**src/design/sle_pkg.sv**
```systemverilog
// Shared types, constants and key tables of the scancode line editor.
package sle_pkg;

  // Largest line buffer the design is built for
  localparam int MaxLine  = 256;
  // Length counter is 8 bits, so the usable capacity never exceeds 256
  localparam int CapLimit = (MaxLine < 256) ? MaxLine : 256;

  // Special scan codes
  localparam logic [7:0] CodeShiftLeft     = 8'h2A;
  localparam logic [7:0] CodeShiftRight    = 8'h36;
  localparam logic [7:0] CodeShiftLeftRel  = 8'hAA;
  localparam logic [7:0] CodeShiftRightRel = 8'hB6;
  localparam logic [7:0] CodeEnter         = 8'h1C;
  localparam logic [7:0] CodeBackspace     = 8'h0E;

  // Result kinds
  localparam logic [1:0] KindAppend = 2'd0;
  localparam logic [1:0] KindErase  = 2'd1;
  localparam logic [1:0] KindLine   = 2'd2;

  // Configuration register indexes
  localparam logic RegEchoEnable   = 1'b0;
  localparam logic RegLineCapacity = 1'b1;

  // Outcome of one scan code, handed from the decoder to the top level
  typedef struct packed {
    logic       has_result;
    logic [1:0] kind;
    logic [6:0] char_code;
    logic [7:0] position;
    logic       echo;
    logic       shift_next;
    logic [7:0] length_next;
  } sle_edit_t;

  // Plain key table (letters read as upper case)
  function automatic logic [6:0] plain_key(input logic [7:0] code);
    logic [6:0] ch;
    ch = 7'h00;
    case (code)
      8'd1:  ch = 7'h1B;
      8'd2:  ch = 7'h31;
      8'd3:  ch = 7'h32;
      8'd4:  ch = 7'h33;
      8'd5:  ch = 7'h34;
      8'd6:  ch = 7'h35;
      8'd7:  ch = 7'h36;
      8'd8:  ch = 7'h37;
      8'd9:  ch = 7'h38;
      8'd10: ch = 7'h39;
      8'd11: ch = 7'h30;
      8'd12: ch = 7'h2D;
      8'd13: ch = 7'h3D;
      8'd14: ch = 7'h08;
      8'd15: ch = 7'h09;
      8'd16: ch = 7'h51;
      8'd17: ch = 7'h57;
      8'd18: ch = 7'h45;
      8'd19: ch = 7'h52;
      8'd20: ch = 7'h54;
      8'd21: ch = 7'h59;
      8'd22: ch = 7'h55;
      8'd23: ch = 7'h49;
      8'd24: ch = 7'h4F;
      8'd25: ch = 7'h50;
      8'd26: ch = 7'h5B;
      8'd27: ch = 7'h5D;
      8'd28: ch = 7'h0A;
      8'd30: ch = 7'h41;
      8'd31: ch = 7'h53;
      8'd32: ch = 7'h44;
      8'd33: ch = 7'h46;
      8'd34: ch = 7'h47;
      8'd35: ch = 7'h48;
      8'd36: ch = 7'h4A;
      8'd37: ch = 7'h4B;
      8'd38: ch = 7'h4C;
      8'd39: ch = 7'h3B;
      8'd40: ch = 7'h27;
      8'd41: ch = 7'h60;
      8'd43: ch = 7'h5C;
      8'd44: ch = 7'h5A;
      8'd45: ch = 7'h58;
      8'd46: ch = 7'h43;
      8'd47: ch = 7'h56;
      8'd48: ch = 7'h42;
      8'd49: ch = 7'h4E;
      8'd50: ch = 7'h4D;
      8'd51: ch = 7'h2C;
      8'd52: ch = 7'h2E;
      8'd53: ch = 7'h2F;
      8'd55: ch = 7'h2A;
      8'd57: ch = 7'h20;
      8'd74: ch = 7'h2D;
      8'd78: ch = 7'h2B;
      default: ch = 7'h00;
    endcase
    return ch;
  endfunction

  // Shifted key table (letters read as lower case)
  function automatic logic [6:0] shifted_key(input logic [7:0] code);
    logic [6:0] ch;
    ch = 7'h00;
    case (code)
      8'd2:  ch = 7'h21;
      8'd3:  ch = 7'h40;
      8'd4:  ch = 7'h23;
      8'd5:  ch = 7'h24;
      8'd6:  ch = 7'h25;
      8'd7:  ch = 7'h5E;
      8'd8:  ch = 7'h26;
      8'd9:  ch = 7'h2A;
      8'd10: ch = 7'h28;
      8'd11: ch = 7'h29;
      8'd12: ch = 7'h5F;
      8'd13: ch = 7'h2B;
      8'd16: ch = 7'h71;
      8'd17: ch = 7'h77;
      8'd18: ch = 7'h65;
      8'd19: ch = 7'h72;
      8'd20: ch = 7'h74;
      8'd21: ch = 7'h79;
      8'd22: ch = 7'h75;
      8'd23: ch = 7'h69;
      8'd24: ch = 7'h6F;
      8'd25: ch = 7'h70;
      8'd26: ch = 7'h7B;
      8'd27: ch = 7'h7D;
      8'd30: ch = 7'h61;
      8'd31: ch = 7'h73;
      8'd32: ch = 7'h64;
      8'd33: ch = 7'h66;
      8'd34: ch = 7'h67;
      8'd35: ch = 7'h68;
      8'd36: ch = 7'h6A;
      8'd37: ch = 7'h6B;
      8'd38: ch = 7'h6C;
      8'd39: ch = 7'h3A;
      8'd40: ch = 7'h22;
      8'd41: ch = 7'h7E;
      8'd43: ch = 7'h7C;
      8'd44: ch = 7'h7A;
      8'd45: ch = 7'h78;
      8'd46: ch = 7'h63;
      8'd47: ch = 7'h76;
      8'd48: ch = 7'h62;
      8'd49: ch = 7'h6E;
      8'd50: ch = 7'h6D;
      8'd51: ch = 7'h3C;
      8'd52: ch = 7'h3E;
      8'd53: ch = 7'h3F;
      default: ch = plain_key(code);
    endcase
    return ch;
  endfunction

endpackage

```
**src/design/sle_decode.sv**
```systemverilog
// Scan code decoder: key lookup and line edit decision for one beat.
module sle_decode (
  input  logic [7:0]         code,
  input  logic               shift_held,
  input  logic [7:0]         line_length,
  input  logic               echo_enable,
  input  logic [8:0]         line_capacity,
  output sle_pkg::sle_edit_t edit
);
  import sle_pkg::*;

  logic [6:0] plain_ch;
  logic [6:0] shift_ch;
  logic [8:0] cap_eff;
  logic [8:0] length_inc;
  logic       room;

  assign plain_ch   = plain_key(code);
  assign shift_ch   = shifted_key(code);
  assign cap_eff    = (line_capacity > 9'(CapLimit)) ? 9'(CapLimit) : line_capacity;
  assign length_inc = {1'b0, line_length} + 9'd1;
  // Room for one more character, keeping the terminator slot
  assign room       = (cap_eff != 9'd0) && (length_inc < cap_eff);

  always_comb begin
    edit             = '0;
    edit.shift_next  = shift_held;
    edit.length_next = line_length;
    if (code inside {CodeShiftLeft, CodeShiftRight}) begin
      edit.shift_next = 1'b1;
    end else if (code inside {CodeShiftLeftRel, CodeShiftRightRel}) begin
      edit.shift_next = 1'b0;
    end else if (code == CodeEnter) begin
      edit.has_result  = 1'b1;
      edit.kind        = KindLine;
      edit.position    = line_length;
      edit.length_next = 8'd0;
    end else if (code == CodeBackspace) begin
      // Erase only when there is something to erase
      if (line_length != 8'd0) begin
        edit.has_result  = 1'b1;
        edit.kind        = KindErase;
        edit.position    = line_length - 8'd1;
        edit.echo        = echo_enable;
        edit.length_next = line_length - 8'd1;
      end
    end else if ((plain_ch != 7'h00) && room) begin
      edit.has_result  = 1'b1;
      edit.kind        = KindAppend;
      edit.char_code   = shift_held ? shift_ch : plain_ch;
      edit.position    = line_length;
      edit.echo        = echo_enable;
      edit.length_next = length_inc[7:0];
    end
  end

endmodule

```
**src/design/scancode_line_editor_unit.sv**
```systemverilog
// Top level of the scancode line editor: input register, edit state, result register.
//
//  channel  | direction | handshake          | payload
//  ---------+-----------+--------------------+-------------------------------------
//  input    | in        | in_valid/in_stall  | scancode
//  result   | out       | out_valid/out_stall| kind, char_code, position, echo
//  config   | in        | cfg_write          | cfg_index, cfg_data
//
//  One beat a cycle while in_stall is low. A scan code is registered in the input
//  register, decoded there and then registered in the result register once that
//  slot is free. rst clears the edit state and both valid flags, and sets echo on
//  and the line capacity to 256. A stalled result only holds up an input beat that
//  itself gives a result; shift and dropped codes still pass through.
module scancode_line_editor_unit (
  input  logic       clk,
  input  logic       rst,
  input  logic       in_valid,
  output logic       in_stall,
  input  logic [7:0] scancode,
  output logic       out_valid,
  input  logic       out_stall,
  output logic [1:0] kind,
  output logic [6:0] char_code,
  output logic [7:0] position,
  output logic       echo,
  input  logic       cfg_write,
  input  logic       cfg_index,
  input  logic [8:0] cfg_data
);
  import sle_pkg::*;

  logic       echo_enable;
  logic [8:0] line_capacity;
  logic       shift_held;
  logic [7:0] line_length;
  logic       s1_valid;
  logic [7:0] s1_code;
  logic       s1_go;
  sle_edit_t  edit;

  sle_decode u_decode (
    .code          (s1_code),
    .shift_held    (shift_held),
    .line_length   (line_length),
    .echo_enable   (echo_enable),
    .line_capacity (line_capacity),
    .edit          (edit)
  );

  // Held beat moves on when it gives no result or the result slot frees up
  assign s1_go    = s1_valid && (!edit.has_result || !out_valid || !out_stall);
  assign in_stall = s1_valid && !s1_go;

  // Configuration registers
  always_ff @(posedge clk) begin
    if (rst) begin
      echo_enable   <= 1'b1;
      line_capacity <= 9'd256;
    end else if (cfg_write) begin
      case (cfg_index)
        RegEchoEnable:   echo_enable   <= cfg_data[0];
        RegLineCapacity: line_capacity <= cfg_data;
        default: ;
      endcase
    end
  end

  // Input register
  always_ff @(posedge clk) begin
    if (rst) begin
      s1_valid <= 1'b0;
    end else if (!in_stall) begin
      s1_valid <= in_valid;
    end
  end

  always_ff @(posedge clk) begin
    if (in_valid && !in_stall) begin
      s1_code <= scancode;
    end
  end

  // Edit state
  always_ff @(posedge clk) begin
    if (rst) begin
      shift_held  <= 1'b0;
      line_length <= 8'd0;
    end else if (s1_go) begin
      shift_held  <= edit.shift_next;
      line_length <= edit.length_next;
    end
  end

  // Result register
  always_ff @(posedge clk) begin
    if (rst) begin
      out_valid <= 1'b0;
    end else if (s1_go && edit.has_result) begin
      out_valid <= 1'b1;
    end else if (!out_stall) begin
      out_valid <= 1'b0;
    end
  end

  always_ff @(posedge clk) begin
    if (s1_go && edit.has_result) begin
      kind      <= edit.kind;
      char_code <= edit.char_code;
      position  <= edit.position;
      echo      <= edit.echo;
    end
  end

endmodule

```
**config.mk**
```make
export PLATFORM = sky130hd
export DESIGN_NAME = scancode_line_editor_unit
export DESIGN_NICKNAME = d
export VERILOG_FILES = /design/src/design/sle_pkg.sv /design/src/design/sle_decode.sv /design/src/design/scancode_line_editor_unit.sv
export SDC_FILE = /design/constraint.sdc
export NUM_CORES = 1
export LEC_CHECK = 0
export ABC_AREA = 1
export BUFFER_PORTS_ARGS = -buffer_cell sky130_fd_sc_hd__buf_2
export CAP_MARGIN = 5
export CORE_MARGIN = 3
export CORE_UTILIZATION = 40
export CTS_CLUSTER_SIZE = 25
export DETAILED_ROUTE_END_ITERATION = 8
export PLACE_DENSITY_LB_ADDON = 0.05
export REMOVE_ABC_BUFFERS = 1
export SYNTH_ARGS = -nofsm -noshare
export SYNTH_HDL_FRONTEND = slang
export SYNTH_SLANG_ARGS = --single-unit
export TNS_END_PERCENT = 1
```
**constraint.sdc**
```tcl
create_clock -name clk -period 4.8 [get_ports clk]
set_input_delay 0.48 -clock clk [delete_from_list [all_inputs] [get_ports clk]]
set_output_delay 0.48 -clock clk [all_outputs]
set_load 0.02 [all_outputs]
```
* After elaboration in Yosys (flattened, before gate mapping) *
Memory sizes are Yosys's and may differ from the RTL's. A register that Yosys moved wholly into a read port is not among the register bits.
Index checks and enable logic that the tools add are counted.

word-level totals
  bits in registers = 47
  bits in read-only memories = 1792
  input bits = 23
  output and inout port bits = 20
  word-level logic and storage cells = 131
  memories = 2

memory list
  name              words  width  read ports  clocked after Yosys merged registers in  write ports  RTL line       RTL
  (name not given)  128    7      1           1                                        0            sle_pkg.sv:41  case (code)
  (name not given)  128    7      1           1                                        0            sle_pkg.sv:41

operators by class
  add/subtract/negate cells = 2
  order comparisons = 2
  eq/ne operators = 55
  muxes and demuxes = 27
  bitwise operators = 4
  reduce and logical (&&, ||, !) cells = 27

operators with widths
  operator               number
  $pmux W7 S47           1
  $eq A8 B6 Y1 const B   23
  $eq A8 B5 Y1 const B   15
  $mux W19               3
  $eq A8 B4 Y1 const B   7
  $mux W7                7
  $mux W8                5
  $eq A8 B3 Y1 const B   4
  $mux W9                3
  $eq A8 B2 Y1 const B   2
  $eq A8 B8 Y1 const B   2
  $add A8 B1 Y9 const B  1
  $gt A9 B9 Y1 const B   1
  $lt A9 B9 Y1           1
  $mux W3                3
  $reduce_bool A9 Y1     1
  $reduce_bool A8 Y1     1
  $sub A8 B1 Y8 const B  1
  $reduce_bool A7 Y1     1
  $logic_and A1 B1 Y1    6
  $reduce_and A2 Y1      3
  $reduce_bool A2 Y1     3
  $logic_not A1 Y1       5
  $mux W1                5
  other kinds (9)        13

* Longest topological paths before layout *
Gate-level depths: netlist of the first run.

  word-level depth = 19
  depth in mapped cells = 33
  gate-level depth less buffers = 32

* Hierarchy *
From an unflattened synthesis of the first run, not the netlist that was laid out.

second synthesis, totals
  cell total of the unflattened synthesis = 704
  area, all modules = 4429.2 um^2

modules (own cells, without submodules)
  module                     times used  cells an instance  area each (um^2)  seq. area each (um^2)
  sle_decode                 1           559                2778.9            0.0
  scancode_line_editor_unit  1           145                1650.3            1201.2

* Worst setup path after synthesis of the first run *
OpenSTA, ideal clock, no wires.

  path type = reg-to-reg
  from = register line_length[0]
  to = register with a tool-made name
  setup time = 0.115 ns
  arrival = 3.490 ns
  data required time = 4.685 ns
  setup slack = 1.195 ns
  stages on the path, launching flop included = 31
  buffers on the path = 1
  clock period less this slack = 3.605 ns
  cell sequence = dfxtp_1 > inv_1 > nor3_1 > nand3_1 > nor2_1 > inv_1 > nor2_1 > xor2_1 > ha_1 > nand2_1 > inv_1 > a21oi_1 > nand2_1 > nor2_1 > nand4_2 > nand3_2 > nand4_4 > nand2_4 > buf_6 > nand2_1 > nand2_2 > inv_1 > ha_1 > nand3_1 > nand3_1 > nand3_1 > nand2_1 > inv_1 > nand3_1 > nand2_1 > nand2_1

RTL lines
  element                 RTL line                         RTL
  start, declared         scancode_line_editor_unit.sv:35  logic [7:0] line_length;
  start signal, assigned  scancode_line_editor_unit.sv:90  line_length <= edit.length_next;

==> flow_metrics.tcl, run 1 <==
set metrics [dict create \
    cts_tree "built" \
    p_leak_nw 2.168 \
    initial_core_util_pct 41.94 \
    ys_ff_latch 54 \
    rows 36 \
    finalHoldViolCount 0 \
    cts_resized 0 \
    n_fill_cell 1043 \
    netlist_area_um2 4175 \
    synth_flop_cell "dfxtp_1" \
    grt_pass1_wl_mm 18.71 \
    irDropWorstVdd_mv 0.1340 \
    cts_buffers 5 \
    syn_inst 613 \
    clkTransAtPathRegs_ps 110 \
    nets 695 \
    synthAdderAreaFrac_pct 5.094 \
    syn_avg_cell_area_um2 6.811 \
    outcome "finished, final reports clean" \
    die-area_um2 11700 \
    synthXorXnorAreaFrac_pct 1.888 \
    hp-class "input port to register" \
    grt_max_degree 20 \
    setup-tns-final_ps 0 \
    ctsHoldBuffers 0 \
    place_area_um2 4504 \
    pre_cts_ws_ps 642.1 \
    htree_levels 2 \
    yosysSeqAreaShare_pct 32.12 \
    diodes 0 \
    dieHeight_um 108.2 \
    io_buffers 42 \
    synth_top_family_by_area "simple AND/OR/NAND/NOR gates" \
    min_period_over_period_pct 88.08 \
    synth_edf_count 26 \
    ant_nets 0 \
    post_drt_via_cell_ratio 5.385 \
    synth.most_common_cell "nand2_1" \
    worstPathMaxFanout 15 \
    drt_iter0_drc 272 \
    ys_types 43 \
    routed_wl_mm 11.74 \
    drc 0 \
    cp.arrival_ps 4450 \
    slew_headroom_pct 61.58 \
    overflow 0 \
    synth_top_area_share_pct 18.70 \
    design_area_um2 4602 \
    max_freq_mhz 236.5 \
    cp_num_buf_inv 6 \
    tightest_slew_ps 574.2 \
    yosys-top-cells-count "nand2_1 (148), nor2_1 (72), inv_1 (68), nand3_1 (52), o21ai_0 (45)" \
    area_delta_synth_final_pct 10.22 \
    die-width_um 108.2 \
    post_cts_buffers 0 \
    critPathMostFrequentCell "nand2_1" \
    gp_congestion 0.9949 \
    yosysWarnings 0 \
    drv_slew 0 \
    maxCapViolCount 0 \
    ctsRootBufferMaster "clkbuf_8" \
    worstSetupPathType "register to register" \
    synth.largest_area_cell "edfxtp_1" \
    layout-drive-gt1-share_pct 14.02 \
    synth-simple-area-share_pct 35.63 \
    period_minus_slack_ps 4228 \
    setup_viol 0 \
    num_io_pins 43 \
    grt_antenna_before_repair 0 \
    setup_ws_ps 572.1 \
    max_stage_delay_ps 380 \
    cts_buffer_depth 2 \
    cp_slowest_cell "dfxtp_1" \
    rsz0062_at_grt "false" \
    dpl.hpwl_mm 9.172 \
    wl_per_cell_um 14.88 \
    cp.required_ps 5020 \
    start_kind "register" \
    track_usage_pct 20.03 \
    end_kind "register" \
    dr.pass1.iters 4 \
    vias 4249 \
    cts_num_sinks 54 \
    async_flop_share_pct 0 \
    synth_compound_area_share_pct 16.45 \
    grt_pass1_vias 3748 \
    synthMuxAreaShare_pct 0 \
    coreArea_um2 9955 \
    synthTopCellsByArea "edfxtp_1 (19%), dfxtp_1 (13%), nand2_1 (13%)" \
    powerDensity_nw_per_um2 259.5 \
    path_delay_family "simple AND/OR/NAND/NOR gates" \
    clock_latency_ps 330 \
    fin_worst_skew_ps 7.206 \
]
-- layout make-up --
| type | instances | area [um^2] | area share [%] |
|---|---|---|---|
| inverters | 81 | 305.3 | 6.634 |
| flip-flops and latches | 54 | 1341 | 29.15 |
| well taps | 133 | 166.4 | 3.616 |
| clock buffers | 5 | 68.82 | 1.495 |
| multi-input cells | 469 | 2466 | 53.59 |
| clock inverters | 3 | 28.78 | 0.6253 |
| repair buffers | 44 | 225.2 | 4.894 |
-- power by group --
group          internal (mW)  leakage (nW)  switching (mW)  total (mW)
sequential             0.520         0.484          0.0242       0.544
combinational          0.117          1.63           0.245       0.362
clock                  0.110        0.0506           0.178       0.288
total                  0.746          2.17           0.448        1.19
-- through the flow --
step	hold slack (ps)	cells	power (mW)	utilization [%]
after global placement	453.3	781	0.9126	45.25
after global routing	315.9	789	1.263	46.23
after CTS	317.2	789	1.199	46.23
after floorplan	435.8	604	0.8130	-
final	328.0	789	1.194	46.23
after detailed placement	457.3	781	0.9112	45.25
-- cells by family after synthesis --
group | after synthesis
buffers and inverters | 90
xor gates and xnor gates | 9
DFF | 54
adders and majority gates | 17
and+or+nand+nor | 325
AOI/OAI and AO/OA | 118
-- layer usage --
layer / wire [um] / vias up / track usage, %
met1: 5847 / 1934 / 30.24
li1: - / 2156 / -
met5: 0 / - / 0
met4: 248 / 0 / 6.583
met2: 4902 / 140 / 29.62
met3: 745 / 19 / 2.269
-- path summary, 6_finish.rpt --
check / cells after the start / startpoint / endpoint / slack (ps)
max: 29 / line_length[0] / register / 570
max reg2reg: 29 / line_length[0] / register / 570
min reg2reg: 2 / shift_held / shift_held / 470
min: 1 / scancode[7] / s1_code[7] / 330
-- placed cells by master (no fill, tap or decap), drive strengths merged, types with 2 or more instances in the layout --
cell type  Yosys  routed
inv           77      79
nand3         54      54
nor4           8       8
nor2          77      77
o2111ai        3       3
nand2        164     164
xor2           8       8
nor3           9       9
buf            7      44
nand4         11      11
a21oi         34      34
o211ai         6       6
ha            17      17
a211oi         9       9
clkbuf         2       5
o22ai          6       6
dfxtp         28      28
o21ai         52      52
a31oi          3       3
edfxtp        26      26
a2111oi        2       2
clkinv         4       5
Power figures use the tool's default switching activity.
==> run 2: changes to the inputs <==
Settings changed: ABC_AREA 1 to unset.
==> run 2 against run 1 <==
Clock power increased by 39%. Global-route usage increased by 4.1 points. Routed wire length increased by 38%. Non-clock buffer count increased by 23. Largest cell class unchanged.
==> flow_metrics.tcl, run 2 <==
set metrics [dict create \
    outcome "finished, final reports clean" \
    ctsRootBufferMaster "clkbuf_16" \
    coreArea_um2 11660 \
    cts_num_sinks 54 \
    die-width_um 116.5 \
    track_usage_pct 24.17 \
    ant_nets 0 \
    start_kind "register" \
    startpoint "line_length[1]" \
    place_area_um2 5238 \
    fin_worst_skew_ps 7.078 \
    nets 695 \
    routed_wl_mm 16.16 \
    end_kind "register" \
    gp_congestion 0.9331 \
    worstPathMaxFanout 7 \
    cp.required_ps 5010 \
    cts_buffers 5 \
    p_leak_nw 2.075 \
    num_io_pins 43 \
    vias 4931 \
    post_drt_via_cell_ratio 6.171 \
    dr.pass1.iters 5 \
    netlist_area_um2 4886 \
    yosys-top-cells-count "nand2_1 (77), a21oi_1 (58), nor2_1 (44), o21ai_0 (42), clkbuf_1 (36)" \
    ys_ff_latch 54 \
    drv_slew 0 \
    die-area_um2 13580 \
    r2r_slack_ps 360 \
    period_minus_slack_ps 4436 \
    synth_top_area_share_pct 15.98 \
    initial_core_util_pct 41.89 \
    max_freq_mhz 225.5 \
    drt_iter0_drc 493 \
    syn_inst 632 \
    yosysSeqAreaShare_pct 27.45 \
    area_delta_synth_final_pct 10.93 \
    min_period_over_period_pct 92.41 \
    slew_headroom_pct 55.18 \
    synth_flop_cell "dfxtp_1" \
    cp.arrival_ps 4650 \
    dieHeight_um 116.5 \
    synth.largest_area_cell "edfxtp_1" \
    n_fill_cell 1208 \
    ctsHoldBuffers 0 \
    grt_pass1_vias 4388 \
    wl_per_cell_um 20.22 \
    synth.most_common_cell "nand2_1" \
    powerDensity_nw_per_um2 271.7 \
    syn_avg_cell_area_um2 7.731 \
    irDropWorstVdd_mv 0.1648 \
    diodes 0 \
    rr_worst_depth 19 \
    clkTransAtPathRegs_ps 80 \
    overflow 0 \
    grt_antenna_before_repair 0 \
    drc 0 \
    synthTopCellsByArea "edfxtp_1 (16%), dfxtp_1 (11%), a21oi_1 (5.9%)" \
    async_flop_share_pct 0 \
    cts_tree "built" \
    synth_edf_count 26 \
    rows 39 \
    tightest_slew_ps 665.3 \
    clock_latency_ps 310 \
    cts_buffer_depth 2 \
    layout_commonest_cell "nand2_1" \
    dpl.hpwl_mm 11.76 \
    layout_common_cells "nand2_1 (77), a21oi_1 (58), nor2_1 (43)" \
    worstSetupPathType "register to register" \
    ys_types 87 \
    maxCapViolCount 0 \
    finalHoldViolCount 0 \
    setup_viol 0 \
    layout-drive-gt1-share_pct 16.01 \
    hp-class "input port to register" \
    design_area_um2 5420 \
    grt_pass1_wl_mm 25.49 \
    yosysWarnings 0 \
    setup-tns-final_ps 0 \
    io_buffers 42 \
    htree_levels 2 \
    r2r-start "line_length[1]" \
    grt_max_degree 49 \
]
## run 2: cell types whose count changed in the layout (fill, tap and decap cells not counted), sizes merged, moves of 19 or more
| cell | delta |
|---|---|
| nand2 | -87 |
| a21oi | +25 |
| buf | +23 |
| nor2 | -31 |
| inv | -63 |
| nand3 | -35 |
| mux2i | +19 |
## run 2: stage by stage
stage	total power, mW	setup WS (ps)	utilization [%]	hold WS, ps	instances
6_report	1.473	364.5	46.48	369.7	799
5_1_grt	1.549	-12.28	46.48	371.6	799
4_1_cts	1.467	38.63	46.23	371.7	798
3_5_place_dp	1.065	88.40	44.91	460.0	790
3_3_place_gp	1.071	312.1	44.91	458.0	790
2_1_floorplan	0.8854	-133.5	-	437.8	581
## run 2: layout make-up
cell class	count	area, um^2	area share, %
Inverter	16	60.06	1.108
Sequential cell	54	1343	24.77
Clock inverter	3	28.78	0.5309
Multi-Input combinational cell	511	3287	60.64
Timing Repair Buffer	67	397.9	7.341
Tap cell	143	178.9	3.301
Clock buffer	5	125.1	2.308
## run 2: logic make-up (layout without fill, tap and decap cells)
kind of cell / after synthesis / in the layout / synth area share (%)
simple gates: 258 / 258 / 27.45
compound gates: 201 / 201 / 27.56
buf+inv: 67 / 91 / 5.685
flops: 54 / 54 / 27.45
mux: 24 / 24 / 5.531
fa+ha+maj: 17 / 17 / 4.353
xor+xnor: 11 / 11 / 1.972
## run 2: worst min-delay path by stage
stage	depth (start not counted)	slack, ps	from	end
2_1_floorplan	2	440	line_capacity[5]	line_capacity[5]
3_3_place_gp	2	460	line_capacity[2]	line_capacity[2]
3_5_place_dp	2	460	line_capacity[3]	line_capacity[3]
4_1_cts	1	370	scancode[7]	s1_code[7]
5_1_grt	1	370	scancode[7]	s1_code[7]
6_report	1	370	scancode[7]	s1_code[7]
## run 2: per-layer routing
layer	part of all wire, %	up-vias	track usage [%]	wire, um
met3	7.6	13	4.767	1232
met2	42	206	33.64	6788
met1	49	2312	38.02	7933
li1	-	2400	-	-
met5	0	-	0	0
met4	1.2	0	5.259	201
## run 2: worst max-delay path: stages, from the launching register on
cell,delay [ps]
dfxtp_1,440
ha_1,250
nand3_1,170
nor2_2,180
buf_4,140
xor2_1,160
ha_1,260
a21oi_1,140
o22ai_1,80
or3_1,430
or2_4,320
a21oi_4,150
inv_2,120
mux2i_4,290
inv_1,130
ha_1,330
inv_1,90
nor4b_1,330
a211oi_1,80
o32ai_1,280
## run 2: what timing repair did
item	CTS	global route
setup buffers	0	1
gates resized for setup	0	6
setup endpoints to repair	0	7
## run 2: where the power goes
part           switching, mW  total [mW]  internal [mW]
clock network          0.200       0.401          0.201
logic                  0.336       0.526          0.189
registers             0.0287       0.546          0.517
